===== src/sv/c_subset_token_scanner_macros.svh =====
// assertion macros for the token scanner
`ifndef C_SUBSET_TOKEN_SCANNER_MACROS_SVH
`define C_SUBSET_TOKEN_SCANNER_MACROS_SVH
// property checked on every edge outside reset
`define CST_CHECK(lbl, prop, msg) \
   lbl: assert property (@(posedge clock) disable iff (reset) prop) else $error(msg);
// property checked during reset as well
`define CST_CHECK_ALWAYS(lbl, prop, msg) \
   lbl: assert property (@(posedge clock) prop) else $error(msg);
`endif


===== src/sv/cst_pkg.sv =====
// shared types, constants and tables of the token scanner
package cst_pkg;

   localparam int POS_BITS = 24;
   localparam int LEN_BITS = 10;
   localparam logic [LEN_BITS-1:0] MAX_LEN = 10'd1023;
   localparam int NUM_KW = 15;
   localparam int OUT_DEPTH = 4;

   localparam logic [5:0] K_IDENT = 6'd0;
   localparam logic [5:0] K_INT = 6'd1;
   localparam logic [5:0] K_CHAR = 6'd2;
   localparam logic [5:0] K_STRING = 6'd3;
   localparam logic [5:0] K_KW_BASE = 6'd4;
   localparam logic [5:0] K_PUNCT_BASE = 6'd19;
   localparam logic [5:0] K_LT = 6'd32;
   localparam logic [5:0] K_LE = 6'd33;
   localparam logic [5:0] K_GT = 6'd34;
   localparam logic [5:0] K_GE = 6'd35;
   localparam logic [5:0] K_NE = 6'd36;
   localparam logic [5:0] K_EQEQ = 6'd37;
   localparam logic [5:0] K_ASSIGN = 6'd38;
   localparam logic [5:0] K_UNKNOWN = 6'd39;

   typedef struct packed {
      logic [7:0] char_code;
      logic       end_of_input;
   } req_type;

   typedef struct packed {
      logic [5:0]          token_kind;
      logic [POS_BITS-1:0] start_offset;
      logic [LEN_BITS-1:0] token_length;
      logic [15:0]         token_line;
      logic [7:0]          char_value;
      logic                error_flag;
      logic                last_result;
   } rsp_type;

   typedef enum logic [3:0] {
      M_IDLE, M_IDENT, M_NUMBER, M_STRING, M_LT, M_GT, M_BANG, M_EQ,
      M_CHAR_OPEN, M_CHAR_BODY
   } mode_type;

   typedef struct packed {
      logic [7:0] code;
      logic [7:0] low;
      logic       eoi;
      logic       alpha;
      logic       digit;
      logic       ident_ch;
      logic       space;
      logic       newline;
      logic       punct;
      logic [3:0] punct_idx;
      logic       lt;
      logic       gt;
      logic       bang;
      logic       eq;
      logic       dquote;
      logic       squote;
      logic       str_ok;
      logic       char_ok;
   } class_type;

   function automatic logic [2:0] kw_len(input logic [3:0] k);
      case (k)
         4'd0: kw_len = 3'd5; 4'd1: kw_len = 3'd3; 4'd2: kw_len = 3'd4;
         4'd3: kw_len = 3'd4; 4'd4: kw_len = 3'd4; 4'd5: kw_len = 3'd2;
         4'd6: kw_len = 3'd4; 4'd7: kw_len = 3'd6; 4'd8: kw_len = 3'd4;
         4'd9: kw_len = 3'd5; 4'd10: kw_len = 3'd3; 4'd11: kw_len = 3'd5;
         4'd12: kw_len = 3'd6; 4'd13: kw_len = 3'd6; 4'd14: kw_len = 3'd7;
         default: kw_len = 3'd0;
      endcase
   endfunction

   function automatic logic [7:0] kw_char(input logic [3:0] k, input logic [2:0] p);
      logic [55:0] s;
      case (k)
         4'd0: s = "const  "; 4'd1: s = "int    "; 4'd2: s = "char   ";
         4'd3: s = "void   "; 4'd4: s = "main   "; 4'd5: s = "if     ";
         4'd6: s = "else   "; 4'd7: s = "switch "; 4'd8: s = "case   ";
         4'd9: s = "while  "; 4'd10: s = "for    "; 4'd11: s = "scanf  ";
         4'd12: s = "printf "; 4'd13: s = "return "; 4'd14: s = "default";
         default: s = '0;
      endcase
      // first letter sits in the top byte
      kw_char = (p == 3'd7) ? 8'd0 : s[8'(6 - p) * 8 +: 8];
   endfunction

   function automatic class_type classify(input req_type r);
      class_type c;
      logic [7:0] b;
      b = r.char_code;
      c = '0;
      c.code = b;
      c.eoi = r.end_of_input;
      c.alpha = (b inside {[8'h61:8'h7a], [8'h41:8'h5a]});
      c.digit = (b inside {[8'h30:8'h39]});
      c.low = (b inside {[8'h41:8'h5a]}) ? b + 8'd32 : b;
      c.ident_ch = c.alpha | c.digit | (b == 8'h5f);
      c.space = (b inside {8'h20, 8'h09, 8'h0d, 8'h0b, 8'h0c});
      c.newline = (b == 8'h0a);
      c.punct = 1'b1;
      case (b)
         8'h2b: c.punct_idx = 4'd0;  8'h2d: c.punct_idx = 4'd1;
         8'h2a: c.punct_idx = 4'd2;  8'h2f: c.punct_idx = 4'd3;
         8'h3a: c.punct_idx = 4'd4;  8'h3b: c.punct_idx = 4'd5;
         8'h2c: c.punct_idx = 4'd6;  8'h28: c.punct_idx = 4'd7;
         8'h29: c.punct_idx = 4'd8;  8'h5b: c.punct_idx = 4'd9;
         8'h5d: c.punct_idx = 4'd10; 8'h7b: c.punct_idx = 4'd11;
         8'h7d: c.punct_idx = 4'd12;
         default: begin
            c.punct = 1'b0;
            c.punct_idx = 4'd0;
         end
      endcase
      c.lt = (b == 8'h3c);
      c.gt = (b == 8'h3e);
      c.bang = (b == 8'h21);
      c.eq = (b == 8'h3d);
      c.dquote = (b == 8'h22);
      c.squote = (b == 8'h27);
      c.str_ok = (b inside {8'd32, 8'd33, [8'd35:8'd126]});
      c.char_ok = c.ident_ch | (b inside {8'h2b, 8'h2d, 8'h2a, 8'h2f});
      return c;
   endfunction

endpackage


===== src/sv/cst_front.sv =====
// front end: classifies incoming bytes into a two-entry queue
module cst_front (
   input  logic                clock,
   input  logic                reset,
   input  logic                req_valid,
   output logic                req_stall,
   input  cst_pkg::req_type    req_data,
   output logic                q_valid,
   input  logic                q_take,
   output cst_pkg::class_type  q_data
);

   cst_pkg::class_type slot_ff [2];
   logic [1:0] cnt_ff, cnt_in;
   logic       wp_ff, wp_in, rp_ff, rp_in;
   logic       push;

   assign req_stall = (cnt_ff == 2'd2);
   assign push = req_valid & ~req_stall;
   assign q_valid = (cnt_ff != 2'd0);
   assign q_data = slot_ff[rp_ff];

   always_comb begin
      wp_in = wp_ff ^ push;
      rp_in = rp_ff ^ q_take;
      cnt_in = cnt_ff + {1'b0, push} - {1'b0, q_take};
   end

   always_ff @(posedge clock) begin
      if (reset) begin
         cnt_ff <= '0;
         wp_ff <= 1'b0;
         rp_ff <= 1'b0;
      end else begin
         cnt_ff <= cnt_in;
         wp_ff <= wp_in;
         rp_ff <= rp_in;
      end
   end

   always_ff @(posedge clock) begin
      if (push) begin
         slot_ff[wp_ff] <= cst_pkg::classify(req_data);
      end
   end

endmodule


===== src/sv/cst_back.sv =====
// back end: scanner state, token building and result queue
`include "c_subset_token_scanner_macros.svh"
module cst_back (
   input  logic                clock,
   input  logic                reset,
   input  logic                q_valid,
   output logic                q_take,
   input  cst_pkg::class_type  q_data,
   input  logic                csr_we,
   input  logic [15:0]         csr_wdata,
   output logic                rsp_valid,
   input  logic                rsp_stall,
   output cst_pkg::rsp_type    rsp_data
);

   localparam int PB = cst_pkg::POS_BITS;
   localparam int LB = cst_pkg::LEN_BITS;

   cst_pkg::mode_type   mode_ff, mode_in;
   logic [14:0]         kw_ff, kw_in;
   logic [LB-1:0]       len_ff, len_in;
   logic [PB-1:0]       start_ff, start_in, pos_ff, pos_in;
   logic [15:0]         line_ff, line_in, first_ff;
   logic [7:0]          held_ff, held_in;
   logic                perr_ff, perr_in;

   cst_pkg::rsp_type    out_mem [cst_pkg::OUT_DEPTH];
   logic [1:0]          owp_ff, orp_ff;
   logic [2:0]          ocnt_ff;
   logic                pop;

   cst_pkg::rsp_type    ra, rb;
   logic                ra_v, rb_v;
   cst_pkg::class_type  c;

   // finish-token fields for the token in progress
   logic                f_v, f_err;
   logic [5:0]          f_kind, id_kind;
   logic [LB-1:0]       f_len, ext_len;
   logic [7:0]          f_cv;
   logic                ext_err, rescan;
   logic [14:0]         narrow0, narrow_cur;

   assign c = q_data;
   assign q_take = q_valid & (ocnt_ff <= 3'd2);
   assign pop = rsp_valid & ~rsp_stall;
   assign rsp_valid = (ocnt_ff != 3'd0);
   assign rsp_data = out_mem[orp_ff];

   always_comb begin
      for (int k = 0; k < cst_pkg::NUM_KW; k++) begin
         narrow_cur[k] = kw_ff[k] && ({7'd0, cst_pkg::kw_len(4'(k))} > len_ff)
            && (c.low == cst_pkg::kw_char(4'(k), len_ff[2:0]));
         narrow0[k] = (c.low == cst_pkg::kw_char(4'(k), 3'd0));
      end
      id_kind = cst_pkg::K_IDENT;
      for (int k = 0; k < cst_pkg::NUM_KW; k++) begin
         if (kw_ff[k] && ({7'd0, cst_pkg::kw_len(4'(k))} == len_ff) && !perr_ff)
            id_kind = cst_pkg::K_KW_BASE + 6'(k);
      end
      ext_len = (len_ff >= cst_pkg::MAX_LEN) ? cst_pkg::MAX_LEN : len_ff + 1'b1;
      ext_err = perr_ff | (len_ff >= cst_pkg::MAX_LEN);
   end

   always_comb begin
      f_v = 1'b1;
      f_err = perr_ff;
      f_len = len_ff;
      f_cv = 8'd0;
      f_kind = cst_pkg::K_UNKNOWN;
      case (mode_ff)
         cst_pkg::M_IDENT:     f_kind = id_kind;
         cst_pkg::M_NUMBER:    f_kind = cst_pkg::K_INT;
         cst_pkg::M_STRING: begin
            f_kind = cst_pkg::K_STRING;
            f_err = 1'b1;
         end
         cst_pkg::M_LT: begin
            f_kind = cst_pkg::K_LT;
            f_len = LB'(1);
         end
         cst_pkg::M_GT: begin
            f_kind = cst_pkg::K_GT;
            f_len = LB'(1);
         end
         cst_pkg::M_BANG: begin
            f_kind = cst_pkg::K_UNKNOWN;
            f_len = LB'(1);
            f_err = 1'b1;
         end
         cst_pkg::M_EQ: begin
            f_kind = cst_pkg::K_ASSIGN;
            f_len = LB'(1);
         end
         cst_pkg::M_CHAR_OPEN: begin
            f_kind = cst_pkg::K_CHAR;
            f_len = LB'(1);
            f_err = 1'b1;
         end
         cst_pkg::M_CHAR_BODY: begin
            f_kind = cst_pkg::K_CHAR;
            f_len = LB'(2);
            f_cv = held_ff;
            f_err = 1'b1;
         end
         default: f_v = 1'b0;
      endcase
   end

   // next state and the up to two tokens of this transaction
   always_comb begin
      mode_in = mode_ff;
      kw_in = kw_ff;
      len_in = len_ff;
      start_in = start_ff;
      pos_in = pos_ff;
      line_in = line_ff;
      held_in = held_ff;
      perr_in = perr_ff;
      ra = '0;
      rb = '0;
      ra_v = 1'b0;
      rb_v = 1'b0;
      rescan = 1'b0;
      ra.token_line = line_ff;
      rb.token_line = line_ff;
      ra.start_offset = start_ff;
      rb.start_offset = pos_ff;
      rb.token_length = LB'(1);
      if (q_take) begin
         if (c.eoi) begin
            ra_v = f_v;
            ra.token_kind = f_kind;
            ra.token_length = f_len;
            ra.char_value = f_cv;
            ra.error_flag = f_err;
            mode_in = cst_pkg::M_IDLE;
            if (f_v) perr_in = 1'b0;
         end else begin
            case (mode_ff)
               cst_pkg::M_IDENT: begin
                  if (c.ident_ch) begin
                     kw_in = narrow_cur;
                     len_in = ext_len;
                     perr_in = ext_err;
                  end else rescan = 1'b1;
               end
               cst_pkg::M_NUMBER: begin
                  if (c.digit) begin
                     len_in = ext_len;
                     perr_in = ext_err;
                  end else rescan = 1'b1;
               end
               cst_pkg::M_STRING: begin
                  if (c.dquote) begin
                     ra_v = 1'b1;
                     ra.token_kind = cst_pkg::K_STRING;
                     ra.token_length = ext_len;
                     ra.error_flag = ext_err | (len_ff == LB'(1));
                     mode_in = cst_pkg::M_IDLE;
                     perr_in = 1'b0;
                  end else if (c.str_ok) begin
                     len_in = ext_len;
                     perr_in = ext_err;
                  end else rescan = 1'b1;
               end
               cst_pkg::M_LT, cst_pkg::M_GT, cst_pkg::M_BANG, cst_pkg::M_EQ: begin
                  if (c.eq) begin
                     ra_v = 1'b1;
                     ra.token_length = LB'(2);
                     case (mode_ff)
                        cst_pkg::M_LT:   ra.token_kind = cst_pkg::K_LE;
                        cst_pkg::M_GT:   ra.token_kind = cst_pkg::K_GE;
                        cst_pkg::M_BANG: ra.token_kind = cst_pkg::K_NE;
                        default:         ra.token_kind = cst_pkg::K_EQEQ;
                     endcase
                     mode_in = cst_pkg::M_IDLE;
                     perr_in = 1'b0;
                  end else rescan = 1'b1;
               end
               cst_pkg::M_CHAR_OPEN: begin
                  if (c.squote) begin
                     ra_v = 1'b1;
                     ra.token_kind = cst_pkg::K_CHAR;
                     ra.token_length = LB'(2);
                     ra.error_flag = 1'b1;
                     mode_in = cst_pkg::M_IDLE;
                     perr_in = 1'b0;
                  end else if (c.newline) begin
                     rescan = 1'b1;
                  end else begin
                     held_in = c.code;
                     perr_in = ~c.char_ok;
                     mode_in = cst_pkg::M_CHAR_BODY;
                  end
               end
               cst_pkg::M_CHAR_BODY: begin
                  if (c.squote) begin
                     ra_v = 1'b1;
                     ra.token_kind = cst_pkg::K_CHAR;
                     ra.token_length = LB'(3);
                     ra.char_value = held_ff;
                     ra.error_flag = perr_ff;
                     mode_in = cst_pkg::M_IDLE;
                     perr_in = 1'b0;
                  end else rescan = 1'b1;
               end
               default: begin
                  mode_in = cst_pkg::M_IDLE;
                  rescan = 1'b1;
               end
            endcase
            if (rescan) begin
               // flush whatever was in progress, then treat the byte as fresh
               ra_v = f_v;
               ra.token_kind = f_kind;
               ra.token_length = f_len;
               ra.char_value = f_cv;
               ra.error_flag = f_err;
               mode_in = cst_pkg::M_IDLE;
               if (f_v) perr_in = 1'b0;
               if (c.space) begin
               end else if (c.newline) begin
                  line_in = line_ff + 16'd1;
               end else if (c.punct) begin
                  rb_v = 1'b1;
                  rb.token_kind = cst_pkg::K_PUNCT_BASE + {2'b00, c.punct_idx};
               end else if (c.lt | c.gt | c.bang | c.eq | c.digit | c.dquote
                            | c.squote | c.alpha | (c.code == 8'h5f)) begin
                  start_in = pos_ff;
                  len_in = LB'(1);
                  perr_in = 1'b0;
                  if (c.lt) mode_in = cst_pkg::M_LT;
                  else if (c.gt) mode_in = cst_pkg::M_GT;
                  else if (c.bang) mode_in = cst_pkg::M_BANG;
                  else if (c.eq) mode_in = cst_pkg::M_EQ;
                  else if (c.digit) mode_in = cst_pkg::M_NUMBER;
                  else if (c.dquote) mode_in = cst_pkg::M_STRING;
                  else if (c.squote) mode_in = cst_pkg::M_CHAR_OPEN;
                  else begin
                     mode_in = cst_pkg::M_IDENT;
                     kw_in = narrow0;
                  end
               end else begin
                  rb_v = 1'b1;
                  rb.token_kind = cst_pkg::K_UNKNOWN;
                  rb.error_flag = 1'b1;
               end
            end
            pos_in = pos_ff + 1'b1;
         end
      end
      ra.last_result = ~rb_v;
      rb.last_result = 1'b1;
      if (csr_we) line_in = csr_wdata;
   end

   always_ff @(posedge clock) begin
      if (reset) begin
         mode_ff <= cst_pkg::M_IDLE;
         kw_ff <= '1;
         len_ff <= '0;
         start_ff <= '0;
         pos_ff <= '0;
         line_ff <= 16'd1;
         first_ff <= 16'd1;
         held_ff <= '0;
         perr_ff <= 1'b0;
         owp_ff <= '0;
         orp_ff <= '0;
         ocnt_ff <= '0;
      end else begin
         mode_ff <= mode_in;
         kw_ff <= kw_in;
         len_ff <= len_in;
         start_ff <= start_in;
         pos_ff <= pos_in;
         line_ff <= line_in;
         if (csr_we) first_ff <= csr_wdata;
         held_ff <= held_in;
         perr_ff <= perr_in;
         owp_ff <= owp_ff + {1'b0, ra_v} + {1'b0, rb_v};
         orp_ff <= orp_ff + {1'b0, pop};
         ocnt_ff <= ocnt_ff + {2'b0, ra_v} + {2'b0, rb_v} - {2'b0, pop};
      end
   end

   always_ff @(posedge clock) begin
      if (ra_v) out_mem[owp_ff] <= ra;
      if (rb_v) out_mem[owp_ff + {1'b0, ra_v}] <= rb;
   end

   `CST_CHECK(a_out_bound, ocnt_ff <= 3'd4, "result queue overflow")
   `CST_CHECK(a_take_room, q_take |-> ocnt_ff <= 3'd2, "item taken without room")
   `CST_CHECK(a_second_last, (q_take && rb_v) |-> !ra.last_result, "bad last mark")
   `CST_CHECK(a_first_line, csr_we |=> first_ff == line_ff, "line not loaded")

endmodule


===== src/sv/c_subset_token_scanner.sv =====
// top level of the byte-stream token scanner
// Usage:
//  req_ channel carries one source byte (or an end-of-input mark) per transaction;
//  rsp_ channel carries token descriptors, 0 to 2 per input transaction, with
//  last_result set on the final one. A transaction is accepted when valid is high
//  and stall is low.
//  csr_we/csr_wdata load first_line; it also reloads the running line count.
//  Write it only while the scanner is idle.
//  Throughput: one byte per cycle while the result queue has room; a byte that
//  yields two tokens sends them one at a time through the single result port.
//  Once the byte that completes a token is accepted, the token reaches rsp_
//  through the front queue register and then the result queue.
//  The front queue holds two bytes and the result queue four descriptors; the
//  scanner only takes a byte when two result slots are free, so a stalled receiver
//  backs up into req_stall after a few transactions and nothing is lost.
//  Reset (synchronous): scanner idle, position 0, first_line and line count 1,
//  both queues empty.
module c_subset_token_scanner (
   input  logic              clock,
   input  logic              reset,
   input  logic              req_valid,
   output logic              req_stall,
   input  cst_pkg::req_type  req_data,
   output logic              rsp_valid,
   input  logic              rsp_stall,
   output cst_pkg::rsp_type  rsp_data,
   input  logic              csr_we,
   input  logic [15:0]       csr_wdata
);

   logic               q_valid, q_take;
   cst_pkg::class_type q_data;

   cst_front u_front (
      .clock(clock), .reset(reset),
      .req_valid(req_valid), .req_stall(req_stall), .req_data(req_data),
      .q_valid(q_valid), .q_take(q_take), .q_data(q_data)
   );

   cst_back u_back (
      .clock(clock), .reset(reset),
      .q_valid(q_valid), .q_take(q_take), .q_data(q_data),
      .csr_we(csr_we), .csr_wdata(csr_wdata),
      .rsp_valid(rsp_valid), .rsp_stall(rsp_stall), .rsp_data(rsp_data)
   );

endmodule


===== config.mk =====
export PLATFORM = sky130hd
export DESIGN_NAME = c_subset_token_scanner
export DESIGN_NICKNAME = d
export VERILOG_FILES = /design/src/sv/cst_pkg.sv /design/src/sv/cst_front.sv /design/src/sv/cst_back.sv /design/src/sv/c_subset_token_scanner.sv
export VERILOG_INCLUDE_DIRS = /design/src /design/src/sv
export SDC_FILE = /design/constraint.sdc
export NUM_CORES = 1
export LEC_CHECK = 0
export BUFFER_PORTS_ARGS = -buffer_cell sky130_fd_sc_hd__buf_4
export CORE_UTILIZATION = 41
export CTS_CLUSTER_DIAMETER = 150
export DETAILED_ROUTE_END_ITERATION = 8
export PLACE_DENSITY = 0.65
export SLEW_MARGIN = 20
export SYNTH_ARGS = -nofsm -noshare
export SYNTH_HDL_FRONTEND = slang
export SYNTH_SLANG_ARGS = --single-unit

===== constraint.sdc =====
create_clock -name clock -period 4.4 [get_ports clock]
set_clock_uncertainty 0.2 [all_clocks]
set_input_delay 0.22 -clock clock [delete_from_list [all_inputs] [get_ports clock]]
set_output_delay 0.22 -clock clock [all_outputs]
set_load 0.01 [all_outputs]

==> out/results.md <==
| Step | Item | This run |
| --- | --- | --- |
| synthesis | Synthesized area per cell | 10.6 µm² |
| placement | Number of placed instances, taps included | 2840 |
| synthesis | Share of the synthesized area in the top cell type | 32.9% |
| clock network | Clock Sink Count | 437 |
| drt | First-pass DRT Iterations | 6 |
| finish | Area of the multi-input gates | 0.0105 mm² |
| placement | Post-Place Setup Slack | 409 ps |
| critical path | Category of the critical setup timing path | reg -> reg |
| synthesis | Post-synthesis sequential element count | 437 |
| finish | Filler cell count | 4873 |
| power | Leakage power | 8.66 nW |
| sta | Sum Neg Setup Slack | 0 ps |
| drt | Count of routing violations after the opening detailed-route iteration | 1754 |
| clock network | Maximum buffer depth of the clock tree | 3 |
| grt | Wire length of the first global-routing pass | 98.3 mm |
| drt | Via/cell ratio | 5.97 |
| sta | Min Tclk post-route | 4130 ps |
| synthesis | Number of instances in the synthesized netlist | 2131 |
| critical path | Critical-path maximum fanout | 29 |
| sta | Hold violation count in the final report | 0 |
| die | Count of boundary I/O pins | 98 |
| sta | Unrepaired setup endpoints after global routing | false |
| power | Power density relative to cell area | 448 mW/mm² |
| job | Max-cap violation count | 0 |
| clock network | Root buffer selected by CTS | sky130_fd_sc_hd__clkbuf_16 |
| grt | Global route total overflow | 0 |
| sta | Count of final setup violators | 0 |
| power | VDD IR-drop max | 295 µV |
| drt | Wire length per cell after detailed routing | 21.3 µm |
| status | Run status | finished, final reports clean |
| die | Floorplan die height | 237 µm |
| die | Full die area | 0.0561 mm² |
| die | Row Count | 85 |
| die | CORE AREA | 0.0541 mm² |
| critical path | Required time of the critical path | 4690 ps |
| clock network | CTS clk-pin slew, worst paths | 60 ps |
| clock network | Clock latency at the later pin of the worst-skew pair | 610 ps |
| sta | Fmax achieved | 0.242 GHz |
| sta | Slew at the pin with the worst max-slew slack | 1110 ps |
| critical path | Critical Path Start Type | flip-flop |
| finish | Final layout net count | 2282 |
| clock network | Number of buffers inserted during clock tree synthesis | 48 |
| sta | Final worst-path cycle share | 93.8% |
| synthesis | Number of flops mapped to enable cells by yosys | 248 |
| synthesis | Fraction of registers with async set or reset after synthesis | 0% |
| critical path | Arrival time worst endpoint | 4410 ps |
| sta | Setup ws final | 272 ps |
| grt | Antenna violations before repair | 0 |
| die | Initial Utilization | 41.8% |
| finish | Proportion of layout cells with a drive suffix above 1 | 16.6% |
| synthesis | Post-synthesis net count | 2184 |
| clock network | CTS-repair resized insts | 0 |
| clock network | Clock tree from TritonCTS | yes |
| synthesis | Synth top area cells | sky130_fd_sc_hd__edfxtp_1 33%, sky130_fd_sc_hd__dfxtp_1 17%, sky130_fd_sc_hd__mux4_2 6.7% |
| critical path | Capturing element type of the critical path | flip-flop |
| die | Die width | 237 µm |
| finish | Layout Cells excl Fill | 2965 |
| synthesis | Mapped cell area | 0.0226 mm² |
| synthesis | Ys Warns | 0 |
| drt | Post-detailed-route count of antenna-violating nets | 0 |
| placement | Routability-driven placement congestion ratio | 0.937 |
| drt | Wire length reported by the detailed router | 63.2 mm |
| synthesis | Library cell occupying the most area in the post-synthesis netlist | sky130_fd_sc_hd__edfxtp_1 |
| synthesis | Share of the yosys chip area belonging to registers | 49.6% |
| drt | Vias after detailed routing | 17700 |
| grt | Vias in the first global route | 17100 |
| finish | Area grow syn2layout | 15.0% |
| sta | Pins over their slew limit | 0 |
| placement | Half-perimeter wire length after detailed placement | 41.8 mm |
| min path | Worst min path class | in -> reg |
| finish | Number of inserted diodes | 0 |
| grt | Largest net degree at the start of global routing | 64 |
| drt | DRC Markers | 0 |
| sta | Max-Slew Margin vs Limit | 26.0% |
| synthesis | Dominant register cell in the synthesized netlist | sky130_fd_sc_hd__edfxtp_1 |
| placement | Count of input and output buffers | 97 |
| synthesis | Synth cell types | 100 |
| grt | GRT Util Overall | 22.3% |
| finish | Area occupied by registers | 0.0112 mm² |
| clock network | CTS H-tree lvls | 2 |
## worst max-delay path, cell delays in order, from the launching register on
cell and delay [ps]:
sky130_fd_sc_hd__dfxtp_2 420, sky130_fd_sc_hd__buf_4 350, sky130_fd_sc_hd__mux2i_4 410, sky130_fd_sc_hd__o211a_1 230
sky130_fd_sc_hd__buf_4 320, sky130_fd_sc_hd__nand2_1 190, sky130_fd_sc_hd__a21oi_2 430, sky130_fd_sc_hd__xor2_1 130
sky130_fd_sc_hd__mux2i_1 160, sky130_fd_sc_hd__dlygate4sd3_1 580, sky130_fd_sc_hd__nand2b_1 50, sky130_fd_sc_hd__dlygate4sd3_1 550
## cell usage in the layout (no fill, tap or decap), drive strengths merged, types with 31 or more instances in the layout
master / count
dfxtp: 189
a22o: 97
mux4: 67
and2: 73
inv: 45
edfxtp: 248
mux2i: 31
dlygate4sd3: 35
xnor2: 59
a211oi: 35
clkbuf: 68
nand2: 210
nor2: 164
o21ai: 101
buf: 174
nand3: 84
nor3: 40
a21oi: 126
## state kept, by name (all words and copies together), names as in the netlist, 3 cells and up
| signal | cells |
|---|---|
| u_back.held_ff | 8 |
| u_front.slot_ff | 60 |
| u_back.pos_ff | 24 |
| u_back.out_mem | 264 |
| u_back.ocnt_ff | 3 |
| u_back.mode_ff | 4 |
| u_back.len_ff | 10 |
| u_back.start_ff | 24 |
| u_back.kw_ff | 15 |
| u_back.line_ff | 16 |
## metal layers
| metal | track usage [%] | routed length, µm |
|---|---|---|
| met1 | 29.9 | 27000 |
| met2 | 36.8 | 30400 |
| met3 | 3.32 | 4170 |
| met4 | 7.46 | 1580 |
| met5 | 0 | 0 |
## path summary, 6_finish.rpt
path	startpoint	endpoint	slack (ps)	depth (start not counted)
max	u_front.rp_ff	u_back.line_ff[0]	270	11
min reg2reg	u_back.kw_ff[10]	u_back.kw_ff[10]	250	2
max reg2reg	u_front.rp_ff	u_back.line_ff[0]	270	11
min	req_data[0]	u_front.slot_ff[0][18]	200	2
## what timing repair did
action	4_1_cts	5_1_grt
buffers inserted	0	0
hold buffers	35	0
endpoints found under the hold margin	94	0
## logic make-up (layout without fill, tap and decap cells)
family | Yosys count | in the layout | synth area share (%)
and+or+nand+nor | 729 | 729 | 16.2
muxes | 105 | 105 | 8.46
AOI/OAI and AO/OA | 548 | 548 | 17.0
DFF | 437 | 437 | 49.6
xor gates and xnor gates | 85 | 85 | 3.32
buffers and inverters | 204 | 342 | 4.09
adders and majority gates | 23 | 23 | 1.34
## synthesized netlist by cell type, drive strengths merged, types with 18 or more instances
library cell  number
xor2              26
o211ai            19
a31oi             21
xnor2             59
nor3              40
clkbuf            82
inv               40
buf               79
nand2b            21
dfxtp            189
a21oi            126
or3               18
edfxtp           248
nand2            210
o22ai             24
nor2b             25
a211oi            35
nand3             84
mux2i             31
and3              19
a22o              97
ha                21
o21ai            101
nor2             164
and2              73
nand4             21
mux4              67
## cell type report
cell class / count / area share, %
clock buffer: 68 / 5.06
clock inverter: 22 / 0.923
inverter: 43 / 0.620
multi-input combinational: 1490 / 40.3
sequential: 437 / 43.2
tap: 696 / 3.35
timing repair buffer: 209 / 6.56
## power by group
group	leakage, nW	total, mW	switching [mW]	internal [mW]
Combinational	4.35	2.87	1.62	1.25
Clock	0.750	3.97	1.73	2.24
Sequential	3.56	4.82	0.268	4.55
Total	8.66	11.7	3.62	8.04
## stage by stage
| step | hold WS, ps | total power [mW] | area, µm² | util, % |
|---|---|---|---|---|
| floorplan | 119 | 6.69 | 22600 | - |
| global placement | 210 | 7.69 | 24100 | 44.5 |
| detailed placement | 211 | 7.74 | 24100 | 44.5 |
| CTS | 194 | 11.7 | 26000 | 48.1 |
| global route | 185 | 12.1 | 26000 | 48.1 |
| finish | 199 | 11.7 | 26000 | 48.1 |
(Power assumes the default switching activity.)
